## src/rtl/lkv_pkg.sv

```systemverilog
package lkv_pkg;

   localparam int ENTRIES = 16;
   localparam int DATA_W  = 32;
   localparam int CAP_W   = 5;
   localparam int IDX_W   = $clog2(ENTRIES);
   localparam int CNT_W   = $clog2(ENTRIES + 1);
   localparam int CMP_W   = (CNT_W > CAP_W) ? CNT_W : CAP_W;
   localparam int ENTRY_W = 2 * DATA_W + IDX_W;

   typedef logic [DATA_W-1:0] data_type;
   typedef logic [IDX_W-1:0]  idx_type;
   typedef logic [IDX_W:0]    thr_type;
   typedef logic [CNT_W-1:0]  cnt_type;
   typedef logic [CAP_W-1:0]  cap_type;
   typedef logic [CMP_W-1:0]  cmp_type;

   localparam logic    OP_GET    = 1'b0;
   localparam logic    OP_SET    = 1'b1;
   localparam cap_type CAP_RESET = cap_type'(16);
   localparam idx_type IDX_LAST  = idx_type'(ENTRIES - 1);
   localparam thr_type THR_ALL   = thr_type'(ENTRIES);
   localparam cmp_type CMP_MAX   = cmp_type'(ENTRIES);
   localparam logic signed [DATA_W-1:0] MISS_VALUE = '1;

   typedef struct packed {
      logic                     op;
      logic signed [DATA_W-1:0] lookup_key;
      logic signed [DATA_W-1:0] write_value;
   } req_item_type;

   typedef struct packed {
      logic                     hit;
      logic signed [DATA_W-1:0] read_value;
   } rsp_item_type;

   typedef struct packed {
      data_type key;
      data_type value;
      idx_type  rank;
   } entry_type;

   typedef struct packed {
      logic     found;
      idx_type  slot;
      idx_type  slot_rank;
      data_type slot_value;
      logic     any;
      idx_type  victim;
      idx_type  worst;
      logic     free_found;
      idx_type  free_slot;
   } search_type;

   typedef enum logic [2:0] {
      ST_IDLE,
      ST_SCAN,
      ST_DECIDE,
      ST_UPDATE,
      ST_RESP
   } state_type;

endpackage

```

## src/rtl/lru_key_value_cache.sv

```systemverilog
// An accepted item passes a lookup sweep and then a rank-update sweep before rsp_valid rises;
// a get that misses skips the rank pass and goes from the decision straight to the response.
// Throughput: one item at a time, next item accepted the cycle after its result loads.
// Cost is set by two sweeps over the single-port-read entry RAM: lookup, then rank update.
// Reset: valid flags and entry count clear, capacity returns to 16; RAM is not cleared.
module lru_key_value_cache (
   input  logic                  clock,
   input  logic                  reset,
   input  logic                  req_valid,
   output logic                  req_stall,
   input  lkv_pkg::req_item_type req_item,
   output logic                  rsp_valid,
   input  logic                  rsp_stall,
   output lkv_pkg::rsp_item_type rsp_item,
   input  logic                  csr_wr_en,
   input  lkv_pkg::cap_type      csr_wr_data
);

   logic                  rsp_valid_ff;
   lkv_pkg::rsp_item_type rsp_item_ff;
   logic                  rsp_free;
   logic                  rsp_load;
   lkv_pkg::rsp_item_type rsp_data;

   logic                  rd_en;
   lkv_pkg::idx_type      rd_addr;
   lkv_pkg::entry_type    rd_data;
   logic                  wr_en;
   lkv_pkg::idx_type      wr_addr;
   lkv_pkg::entry_type    wr_data;
   logic                  search_start;
   logic                  search_step;
   lkv_pkg::idx_type      search_idx;
   logic                  search_valid;
   lkv_pkg::data_type     search_key;
   lkv_pkg::search_type   sres;

   assign rsp_free = !rsp_valid_ff || !rsp_stall;

   lkv_ram #(
      .WIDTH(lkv_pkg::ENTRY_W),
      .DEPTH(lkv_pkg::ENTRIES)
   ) u_ram (
      .clock   (clock),
      .wr_en   (wr_en),
      .wr_addr (wr_addr),
      .wr_data (wr_data),
      .rd_en   (rd_en),
      .rd_addr (rd_addr),
      .rd_data (rd_data)
   );

   lkv_search u_search (
      .clock       (clock),
      .start       (search_start),
      .step        (search_step),
      .idx         (search_idx),
      .entry_valid (search_valid),
      .entry       (rd_data),
      .key         (search_key),
      .result      (sres)
   );

   lkv_ctrl u_ctrl (
      .clock        (clock),
      .reset        (reset),
      .req_valid    (req_valid),
      .req_stall    (req_stall),
      .req_item     (req_item),
      .csr_wr_en    (csr_wr_en),
      .csr_wr_data  (csr_wr_data),
      .rsp_free     (rsp_free),
      .rsp_load     (rsp_load),
      .rsp_data     (rsp_data),
      .rd_en        (rd_en),
      .rd_addr      (rd_addr),
      .rd_data      (rd_data),
      .wr_en        (wr_en),
      .wr_addr      (wr_addr),
      .wr_data      (wr_data),
      .search_start (search_start),
      .search_step  (search_step),
      .search_idx   (search_idx),
      .search_valid (search_valid),
      .search_key   (search_key),
      .sres         (sres)
   );

   always_ff @(posedge clock) begin
      if (reset) begin
         rsp_valid_ff <= 1'b0;
      end else if (rsp_load) begin
         rsp_valid_ff <= 1'b1;
      end else if (!rsp_stall) begin
         rsp_valid_ff <= 1'b0;
      end
   end

   always_ff @(posedge clock) begin
      if (rsp_load) begin
         rsp_item_ff <= rsp_data;
      end
   end

   assign rsp_valid = rsp_valid_ff;
   assign rsp_item  = rsp_item_ff;

endmodule

```

## src/rtl/lkv_ram.sv

```systemverilog
module lkv_ram #(
   parameter int WIDTH = 8,
   parameter int DEPTH = 16
) (
   input  logic                     clock,
   input  logic                     wr_en,
   input  logic [$clog2(DEPTH)-1:0] wr_addr,
   input  logic [WIDTH-1:0]         wr_data,
   input  logic                     rd_en,
   input  logic [$clog2(DEPTH)-1:0] rd_addr,
   output logic [WIDTH-1:0]         rd_data
);

   logic [WIDTH-1:0] mem_ff [DEPTH];
   logic [WIDTH-1:0] rd_data_ff;

   always_ff @(posedge clock) begin
      if (wr_en) begin
         mem_ff[wr_addr] <= wr_data;
      end
      if (rd_en) begin
         rd_data_ff <= mem_ff[rd_addr];
      end
   end

   assign rd_data = rd_data_ff;

endmodule

```

## src/rtl/lkv_search.sv

```systemverilog
module lkv_search (
   input  logic               clock,
   input  logic               start,
   input  logic               step,
   input  lkv_pkg::idx_type   idx,
   input  logic               entry_valid,
   input  lkv_pkg::entry_type entry,
   input  lkv_pkg::data_type  key,
   output lkv_pkg::search_type result
);

   lkv_pkg::search_type result_ff;
   lkv_pkg::search_type result_in;

   always_comb begin
      result_in = result_ff;
      if (entry_valid && !result_ff.found && entry.key == key) begin
         result_in.found      = 1'b1;
         result_in.slot       = idx;
         result_in.slot_rank  = entry.rank;
         result_in.slot_value = entry.value;
      end
      if (entry_valid && (!result_ff.any || entry.rank > result_ff.worst)) begin
         result_in.any    = 1'b1;
         result_in.victim = idx;
         result_in.worst  = entry.rank;
      end
      if (!entry_valid && !result_ff.free_found) begin
         result_in.free_found = 1'b1;
         result_in.free_slot  = idx;
      end
   end

   always_ff @(posedge clock) begin
      if (start) begin
         result_ff <= '0;
      end else if (step) begin
         result_ff <= result_in;
      end
   end

   assign result = result_ff;

endmodule

```

## src/rtl/lkv_ctrl.sv

```systemverilog
module lkv_ctrl (
   input  logic                  clock,
   input  logic                  reset,
   input  logic                  req_valid,
   output logic                  req_stall,
   input  lkv_pkg::req_item_type req_item,
   input  logic                  csr_wr_en,
   input  lkv_pkg::cap_type      csr_wr_data,
   input  logic                  rsp_free,
   output logic                  rsp_load,
   output lkv_pkg::rsp_item_type rsp_data,
   output logic                  rd_en,
   output lkv_pkg::idx_type      rd_addr,
   input  lkv_pkg::entry_type    rd_data,
   output logic                  wr_en,
   output lkv_pkg::idx_type      wr_addr,
   output lkv_pkg::entry_type    wr_data,
   output logic                  search_start,
   output logic                  search_step,
   output lkv_pkg::idx_type      search_idx,
   output logic                  search_valid,
   output lkv_pkg::data_type     search_key,
   input  lkv_pkg::search_type   sres
);

   lkv_pkg::state_type    state_ff, state_in;
   logic                  issue_ff;
   logic                  pend_ff;
   lkv_pkg::idx_type      addr_ff;
   lkv_pkg::idx_type      pend_idx_ff;
   logic [lkv_pkg::ENTRIES-1:0] valid_ff;
   lkv_pkg::cnt_type      count_ff;
   lkv_pkg::cap_type      cap_ff;
   lkv_pkg::req_item_type req_ff;
   lkv_pkg::idx_type      tgt_ff;
   lkv_pkg::thr_type      thr_ff;
   lkv_pkg::data_type     newval_ff;
   lkv_pkg::rsp_item_type rsp_ff;

   logic                  accept;
   logic                  phase_done;
   lkv_pkg::cmp_type      cap_ext;
   lkv_pkg::cmp_type      eff_cap;
   logic                  dec_update;
   logic                  dec_ins;
   lkv_pkg::idx_type      dec_tgt;
   lkv_pkg::thr_type      dec_thr;
   lkv_pkg::data_type     dec_val;
   lkv_pkg::rsp_item_type dec_rsp;

   assign accept     = req_valid && !req_stall;
   assign phase_done = !issue_ff && !pend_ff;

   // effective capacity: 0 acts as 1, clamp at ENTRIES
   always_comb begin
      cap_ext = lkv_pkg::cmp_type'(cap_ff);
      if (cap_ff == '0) begin
         eff_cap = lkv_pkg::cmp_type'(1);
      end else if (cap_ext > lkv_pkg::CMP_MAX) begin
         eff_cap = lkv_pkg::CMP_MAX;
      end else begin
         eff_cap = cap_ext;
      end
   end

   always_comb begin
      dec_update = 1'b1;
      dec_ins    = 1'b0;
      dec_tgt    = sres.victim;
      dec_thr    = lkv_pkg::thr_type'(sres.worst);
      dec_val    = req_ff.write_value;
      if (sres.found) begin
         dec_tgt = sres.slot;
         dec_thr = lkv_pkg::thr_type'(sres.slot_rank);
         if (req_ff.op == lkv_pkg::OP_GET) begin
            dec_val = sres.slot_value;
         end
      end else if (req_ff.op == lkv_pkg::OP_GET) begin
         dec_update = 1'b0;
      end else if ((lkv_pkg::cmp_type'(count_ff) < eff_cap && sres.free_found) ||
                   !sres.any) begin
         dec_ins = 1'b1;
         dec_tgt = sres.free_slot;
         dec_thr = lkv_pkg::THR_ALL;
      end
      dec_rsp.hit        = sres.found;
      dec_rsp.read_value = dec_update ? dec_val : lkv_pkg::MISS_VALUE;
   end

   always_comb begin
      state_in = state_ff;
      unique case (state_ff)
         lkv_pkg::ST_IDLE: begin
            if (accept) state_in = lkv_pkg::ST_SCAN;
         end
         lkv_pkg::ST_SCAN: begin
            if (phase_done) state_in = lkv_pkg::ST_DECIDE;
         end
         lkv_pkg::ST_DECIDE: begin
            state_in = dec_update ? lkv_pkg::ST_UPDATE : lkv_pkg::ST_RESP;
         end
         lkv_pkg::ST_UPDATE: begin
            if (phase_done) state_in = lkv_pkg::ST_RESP;
         end
         lkv_pkg::ST_RESP: begin
            if (rsp_free) state_in = lkv_pkg::ST_IDLE;
         end
         default: state_in = lkv_pkg::ST_IDLE;
      endcase
   end

   always_comb begin
      req_stall    = (state_ff != lkv_pkg::ST_IDLE);
      rd_en        = issue_ff;
      rd_addr      = addr_ff;
      search_start = accept;
      search_step  = pend_ff && (state_ff == lkv_pkg::ST_SCAN);
      search_idx   = pend_idx_ff;
      search_valid = valid_ff[pend_idx_ff];
      search_key   = req_ff.lookup_key;
      wr_en        = pend_ff && (state_ff == lkv_pkg::ST_UPDATE);
      wr_addr      = pend_idx_ff;
      wr_data      = rd_data;
      if (pend_idx_ff == tgt_ff) begin
         wr_data.key   = req_ff.lookup_key;
         wr_data.value = newval_ff;
         wr_data.rank  = '0;
      end else if (valid_ff[pend_idx_ff] &&
                   lkv_pkg::thr_type'(rd_data.rank) < thr_ff) begin
         wr_data.rank = rd_data.rank + 1'b1;
      end
      rsp_load     = (state_ff == lkv_pkg::ST_RESP) && rsp_free;
      rsp_data     = rsp_ff;
   end

   always_ff @(posedge clock) begin
      if (reset) begin
         state_ff <= lkv_pkg::ST_IDLE;
         issue_ff <= 1'b0;
         pend_ff  <= 1'b0;
         valid_ff <= '0;
         count_ff <= '0;
         cap_ff   <= lkv_pkg::CAP_RESET;
      end else begin
         state_ff <= state_in;
         pend_ff  <= issue_ff;
         if (csr_wr_en) begin
            cap_ff <= csr_wr_data;
         end
         if (issue_ff && addr_ff == lkv_pkg::IDX_LAST) begin
            issue_ff <= 1'b0;
         end
         if (accept || (state_ff == lkv_pkg::ST_DECIDE && dec_update)) begin
            issue_ff <= 1'b1;
         end
         if (state_ff == lkv_pkg::ST_DECIDE && dec_ins) begin
            valid_ff[dec_tgt] <= 1'b1;
            count_ff          <= count_ff + 1'b1;
         end
      end
   end

   always_ff @(posedge clock) begin
      pend_idx_ff <= addr_ff;
      if (issue_ff) begin
         addr_ff <= addr_ff + 1'b1;
      end
      if (accept || state_ff == lkv_pkg::ST_DECIDE) begin
         addr_ff <= '0;
      end
      if (accept) begin
         req_ff <= req_item;
      end
      if (state_ff == lkv_pkg::ST_DECIDE) begin
         tgt_ff    <= dec_tgt;
         thr_ff    <= dec_thr;
         newval_ff <= dec_val;
         rsp_ff    <= dec_rsp;
      end
   end

`ifndef SYNTHESIS
   a_count_bound: assert property (@(posedge clock) disable iff (reset)
      lkv_pkg::cmp_type'(count_ff) <= lkv_pkg::CMP_MAX)
      else $error("entry count above ENTRIES");

   a_count_matches_valid: assert property (@(posedge clock) disable iff (reset)
      $countones(valid_ff) == int'(count_ff))
      else $error("entry count disagrees with valid flags");

   a_accept_starts_scan: assert property (@(posedge clock) disable iff (reset)
      accept |=> state_ff == lkv_pkg::ST_SCAN && issue_ff)
      else $error("accepted item did not start a scan");

   a_insert_into_free: assert property (@(posedge clock) disable iff (reset)
      (state_ff == lkv_pkg::ST_DECIDE && dec_ins) |-> !valid_ff[dec_tgt])
      else $error("insert targets a valid entry");
`endif

endmodule
```

## config.mk

```make
export PLATFORM = sky130hd
export DESIGN_NAME = lru_key_value_cache
export DESIGN_NICKNAME = d
export VERILOG_FILES = /design/src/rtl/lkv_pkg.sv /design/src/rtl/lru_key_value_cache.sv /design/src/rtl/lkv_ram.sv /design/src/rtl/lkv_search.sv /design/src/rtl/lkv_ctrl.sv
export SDC_FILE = /design/constraint.sdc
export NUM_CORES = 1
export LEC_CHECK = 0
export BUFFER_PORTS_ARGS = -buffer_cell sky130_fd_sc_hd__clkbuf_2
export CORE_ASPECT_RATIO = 0.5
export CORE_UTILIZATION = 49
export CTS_BUF_LIST = sky130_fd_sc_hd__clkbuf_8
export DETAILED_ROUTE_END_ITERATION = 8
export PLACE_DENSITY_LB_ADDON = 0.15
export SETUP_SLACK_MARGIN = 0.3
export SLEW_MARGIN = 10
export SYNTH_ARGS = -nofsm -noshare
export SYNTH_HDL_FRONTEND = slang
export SYNTH_SLANG_ARGS = --single-unit
```

## constraint.sdc

```tcl
create_clock -name clock -period 13.5 [get_ports clock]
set_input_delay 2.7 -clock clock [delete_from_list [all_inputs] [get_ports clock]]
set_output_delay 2.7 -clock clock [all_outputs]
set_load 0.02 [all_outputs]
```

# After elaboration in Yosys (flattened, before gate mapping)
# Memories as Yosys holds them, arrays and structs flattened. A register that Yosys moved wholly into a read port is not among the register bits.
# Index checks and enable logic that the tools add are counted.
[op_classes] eq_ne=12 div_mod_pow=0 n_reduce_logical=38 mux=34 multipliers=0 bitwise=2 shift=0 n_lt_le_gt_ge=7 n_addsub=3
[op_table] op="two-way mux 32 bit" n=2
[op_table] op="two-way mux 64 bit" n=1
[op_table] op="== test 32 bit" n=1
[op_table] op="two-way mux 4 bit" n=7
[op_table] op="OR 16 bit" n=1
[op_table] op="logical AND 1 bit" n=15
[op_table] op="two-way mux 3 bit" n=5
[op_table] op="two-way mux 5 bit" n=3
[op_table] op="case mux 3 bit (5 select lines)" n=1
[op_table] op="two-way mux 1 bit" n=13
[op_table] op="< comparator 4 x 5 -> 1 bit (second input constant)" n=2
[op_table] op="!= test 2 x 1 -> 1 bit (second input constant)" n=5
[op_table] op="zero test 1 bit" n=9
[op_table] op="adder 4 x 1 -> 4 bit (second input constant)" n=2
[op_table] op="== test 3 x 2 -> 1 bit (second input constant)" n=2
[op_table] op="AND reduction 2 bit" n=3
[op_table] op="adder 5 x 1 -> 5 bit (second input constant)" n=1
[op_table] op="greater-than comparator 5 bit (second input constant)" n=1
[op_table] op="zero test 5 bit" n=1
[op_table] op="logical OR 1 bit" n=5
[op_table] op="< comparator 4 x 5 -> 1 bit" n=1
[op_table] op="< comparator 5 bit" n=1
[op_table] op="binary-select mux 1 bit (select 4 bit)" n=1
[op_table] op="demux 1 bit (select 4 bit)" n=1
[op_table] op="12 further kinds" n=12
[totals] register_bits=267 latchBits=0 out_inout_bits=35 rom_bits=0 mem_count=1 ram_bits=1088
[memory_table] name="u_ram.mem_ff" depth=16 word_bits=68 read_ports=1 rd_ports_with_merged_regs=1 write_ports=1 line_no="lkv_ram.sv:14" source="logic [WIDTH-1:0] mem_ff [DEPTH];"

# Logic depth before layout (Yosys ltp)
[depth] depth_word=14 depth_mapped=12 mapped_depth_nobuf=11

# Modules after synthesis
# A second synthesis with hierarchy kept.
[unflattened] cells_unflattened=2625 area_unflattened_um2=54427.2
[by_module_without_submodules] mod="lkv_ram" n_inst=1 cells_each=1750 area_per_inst_um2=42660.9
[by_module_without_submodules] mod="lkv_ctrl" n_inst=1 cells_each=557 area_per_inst_um2=7957.6
[by_module_without_submodules] mod="lkv_search" n_inst=1 cells_each=281 area_per_inst_um2=2785.2
[by_module_without_submodules] mod="lru_key_value_cache" n_inst=1 cells_each=37 area_per_inst_um2=1023.5

# Worst setup path before layout
# No wires, ideal clock.
[synth_path] path_kind="register -> register" startpoint="register u_ctrl.state_ff[0]" endpoint="memory u_ram.mem_ff[0][0] (netlist name) (enable)" path_slack_ps=7013 path_stages_with_launch=7 required_ps=12922 setup_time_ps=578 arrival_ps=5910 path_buffers=1 path_cell_list="dfxtp_1 > clkbuf_1 > nand2_1 > nor2_1 > nand2_1 > or3_2 > nor3_1"
[synth_between] elab_chain_cells=4
[synth_lines] item="start, declared" line_no="lkv_ctrl.sv:26" source="lkv_pkg::state_type state_ff, state_in;"
[synth_lines] item="start signal, assigned" line_no="lkv_ctrl.sv:138" source="state_ff <= lkv_pkg::ST_IDLE;"
[synth_lines] item="start signal, assigned" line_no="lkv_ctrl.sv:145" source="state_ff <= state_in;"
[synth_lines] item="== test 3 x 2 -> 1 bit" line_no="lkv_ctrl.sv:121" source="wr_en = pend_ff && (state_ff == lkv_pkg::ST_UPDATE);"
[synth_lines] item="logical AND 1 bit" line_no="lkv_ctrl.sv:121"
[synth_lines] item="two-way mux 1 bit" line_no="lkv_ram.sv:18" source="if (wr_en) begin"
[synth_lines] item="two-way mux 1 bit (not written as such)" line_no="lkv_ram.sv:19" source="mem_ff[wr_addr] <= wr_data;"
[synth_lines] item="end, declared" line_no="lkv_ram.sv:14"
# No other way between the ends.

# Worst setup path after layout
[layout_path] startpoint="input req_valid" endpoint="register u_ctrl.req_ff (netlist bit u_ctrl.search_key[12]) (enable)"
[layout_between] elab_chain_cells=1
[layout_lines] item="start, declared" line_no="lru_key_value_cache.sv:9" source="input logic req_valid,"
[layout_lines] item="logical AND 1 bit" line_no="lkv_ctrl.sv:51" source="assign accept = req_valid && !req_stall;"
[layout_lines] item="end signal, assigned" line_no="lkv_ctrl.sv:172" source="req_ff <= req_item;"
[layout_lines] item="end, declared" line_no="lkv_ctrl.sv:34" source="lkv_pkg::req_item_type req_ff;"
# No other way between the ends.
# A chain may end at the register's enable or synchronous reset.

==> qor.yml <==
timing:
  hold_ws_ns: 0.411
  hold_violations: 0
  fin_crit_sh_pct: 35.3
  slew_viol_final: 0
  rsz0062_at_grt: "false"
  tns_ns: 0
  relSlewSlack_pct: 22.2
  finClkSkew_ns: 0.0372
  finalSetupViolCount: 0
  min_period_ns: 4.76
  worstMarginPinSlew_ns: 1.16
  max_freq_mhz: 210
drt:
  dr.pass1.iters: 5
  route.detailed.drc: 0
  vias: 24700
  routedWlPerCell_um: 28.4
  drt-initial-drc-count: 2384
  ant_nets: 0
  viasPerCell: 5.85
  drt_wl_total_um: 120000
final_layout:
  final_cell_mix: "1328 x edfxtp_1, 343 x mux4_2, 201 x clkbuf_8"
  area_growth_pct: 10.9
  fin_util_pct: 55.1
  drive_gt1_share_pct: 31.1
  fin_area_um2: 59700
  nNetsFinal: 2712
  final_common_cell: "edfxtp_1"
yosys:
  synth_area_per_cell_um2: 22.6
  synth_compound_area_share_pct: 0.720
  synth_top_area_share_pct: 74.1
  syn_inst: 2387
  synthAdderAreaFrac_pct: 0.325
  syn_nets: 2476
  synth.area.top_cells: "edfxtp_1 74%, mux4_2 14%, dfxtp_1 3.5%"
  synth-simple-area-share_pct: 1.94
  yosysUniqueCellTypes: 52
  ys_warn_count: 0
  ys.flop_type: "edfxtp_1"
  synthXorXnorAreaFrac_pct: 0.748
  netlist_area_um2: 53800
  synth-edff-count: 1328
  ys_ff_latch: 1423
  yosysSeqAreaShare_pct: 77.6
  synth_top_family_by_area: "multiplexers"
  async_flop_share_pct: 0
  yosys-mux-area-fraction_pct: 17.6
  yosysTopAreaCell: "edfxtp_1"
grt:
  grt.overflow.total: 0
  grt_pass1_vias: 25600
  grt_pass1_wl_um: 176000
  grtUsageTotal_pct: 22.0
  antenna_found_initial: 1
  grt_max_degree: 146
die:
  core_um2: 108000
  ios: 110
  die_w_um: 471
  rows: 85
  start_util_pct: 49.7
  die_area_um2: 111000
  die_h_um: 236
placement:
  port_buffers: 109
  globalplace.congestion: 0.721
  dpl-instance-area_um2: 56200
  dpl.hpwl_um: 58100
clock_network:
  cts_hold_buf: 0
  insertion_delay_ns: 0.89
  cts_tree: "done"
  h-tree-depth: 4
  clk_pin_slew_ns: 0.07
  cts_buffer_depth: 3
  post_cts_buffers: 0
  cts_resized: 0
  clock_tree.root_cell: "clkbuf_8"
  cts_sinks: 1423
  numCtsBuffers: 192
power:
  clkPwrFrac_pct: 30.7
  comb_power_share_pct: 15.6
  p_leak_nw: 18.7
  power_density_nw_per_um2: 165
  intPower_mw: 7.33
  sw_frac_of_total_pct: 25.4
  p_seq_share_pct: 53.6
  p_sw_mw: 2.50
  ir_worst_vdd_mv: 0.167
setup_path:
  path_class: "input port to flop"
  endpoint_kind: "flop"
  crit_required_ns: 13.99
  cp-start-kind: "input port"
  worst-path-max-fanout: 51
  critPathArrivalTime_ns: 5.24
job:
  maxCapViolations: 0
worst_hold_path:
  hp-class: "flop to flop"
status:
  status: "completed"
[cell type report]
cell class / count / area (um2)
antenna: 3 / 7.51
sequential: 1423 / 41800
tap: 1435 / 1800
multi-input combinational: 829 / 11600
fill: 8158 / 48600
clock inverter: 151 / 699
clock buffer: 201 / 2770
timing repair buffer: 160 / 941
inverter: 17 / 66.3
[power by group through the flow]
stage	sequential, mW	clock, mW	combinational (mW)
after detailed placement	5.37	0	1.56
final	5.27	3.02	1.54
after global routing	5.28	3.29	1.66
after floorplan	5.30	0	1.22
after global placement	5.37	0	1.54
after CTS	5.27	3.10	1.56
[worst max-delay path, cell delays in order]
cell and delay (ns):
clkbuf_2 0.10, inv_1 0.07, nor2_4 0.88, buf_4 0.68
buf_4 0.71
[synth_stat cells, drive strengths merged, types with 6 or more instances]
| master | n |
|---|---|
| inv | 17 |
| nor2 | 91 |
| mux4 | 345 |
| nand2b | 40 |
| ha | 14 |
| edfxtp | 1328 |
| o21ai | 14 |
| nand2 | 31 |
| o2bb2ai | 12 |
| buf | 47 |
| nand4 | 7 |
| nor3 | 9 |
| a21oi | 12 |
| clkbuf | 71 |
| nor4 | 9 |
| xnor2 | 8 |
| dfxtp | 95 |
| nor2b | 6 |
| mux2i | 57 |
| mux2 | 99 |
| xor2 | 38 |
[final timing paths]
| path | cells after the start | from | slack, ns | end |
|---|---|---|---|---|
| max reg2reg | 5 | u_ctrl.rd_addr[0] | 9.06 | u_ram.rd_data[48] |
| min reg2reg | 0 | u_ctrl.rsp_data[8] | 0.41 | rsp_item[8] |
| max | 5 | req_valid | 8.74 | u_ctrl.search_key[12] |
| min | 0 | u_ctrl.rsp_data[8] | 0.41 | rsp_item[8] |
[registers in the layout, indices dropped and copies added, names as in the netlist, 3 cells and up]
| name | flops |
|---|---|
| u_ram.mem_ff | 1088 |
| u_ram.rd_data | 68 |
| u_search.result | 55 |
| rsp_item | 33 |
| u_ctrl.req_ff | 33 |
| u_ctrl.rsp_data | 33 |
| u_ctrl.newval_ff | 32 |
| u_ctrl.search_key | 32 |
| u_ctrl.valid_ff | 16 |
| u_ctrl.cap_ext | 5 |
| u_ctrl.count_ff | 5 |
| u_ctrl.thr_ff | 5 |
| u_ctrl.rd_addr | 4 |
| u_ctrl.search_idx | 4 |
| u_ctrl.tgt_ff | 4 |
| u_ctrl.state_ff | 3 |
[layer usage]
layer  vias to the layer above  GRT usage [%]  wire [um]
li1                      10400              -          -
met1                     13400           32.7      54700
met2                       782           33.9      56400
met3                       143           4.02       7070
met4                         0           5.73       1750
met5                         -              0          0
[stage by stage]
step | setup WS, ns | instances | total power, mW
floorplan | 7.01 | 2387 | 6.52
global placement | 7.91 | 3864 | 6.90
detailed placement | 7.81 | 3864 | 6.93
CTS | 8.72 | 4216 | 9.94
global route | 8.61 | 4217 | 10.2
finish | 8.74 | 4219 | 9.83
[kinds of logic after synthesis]
family / Yosys count
AOI/OAI and AO/OA: 55
xor gates and xnor gates: 46
adders and majority gates: 14
buffers and inverters: 135
DFF: 1423
muxes: 501
and+or+nand+nor: 213
(Power assumes the default switching activity.)
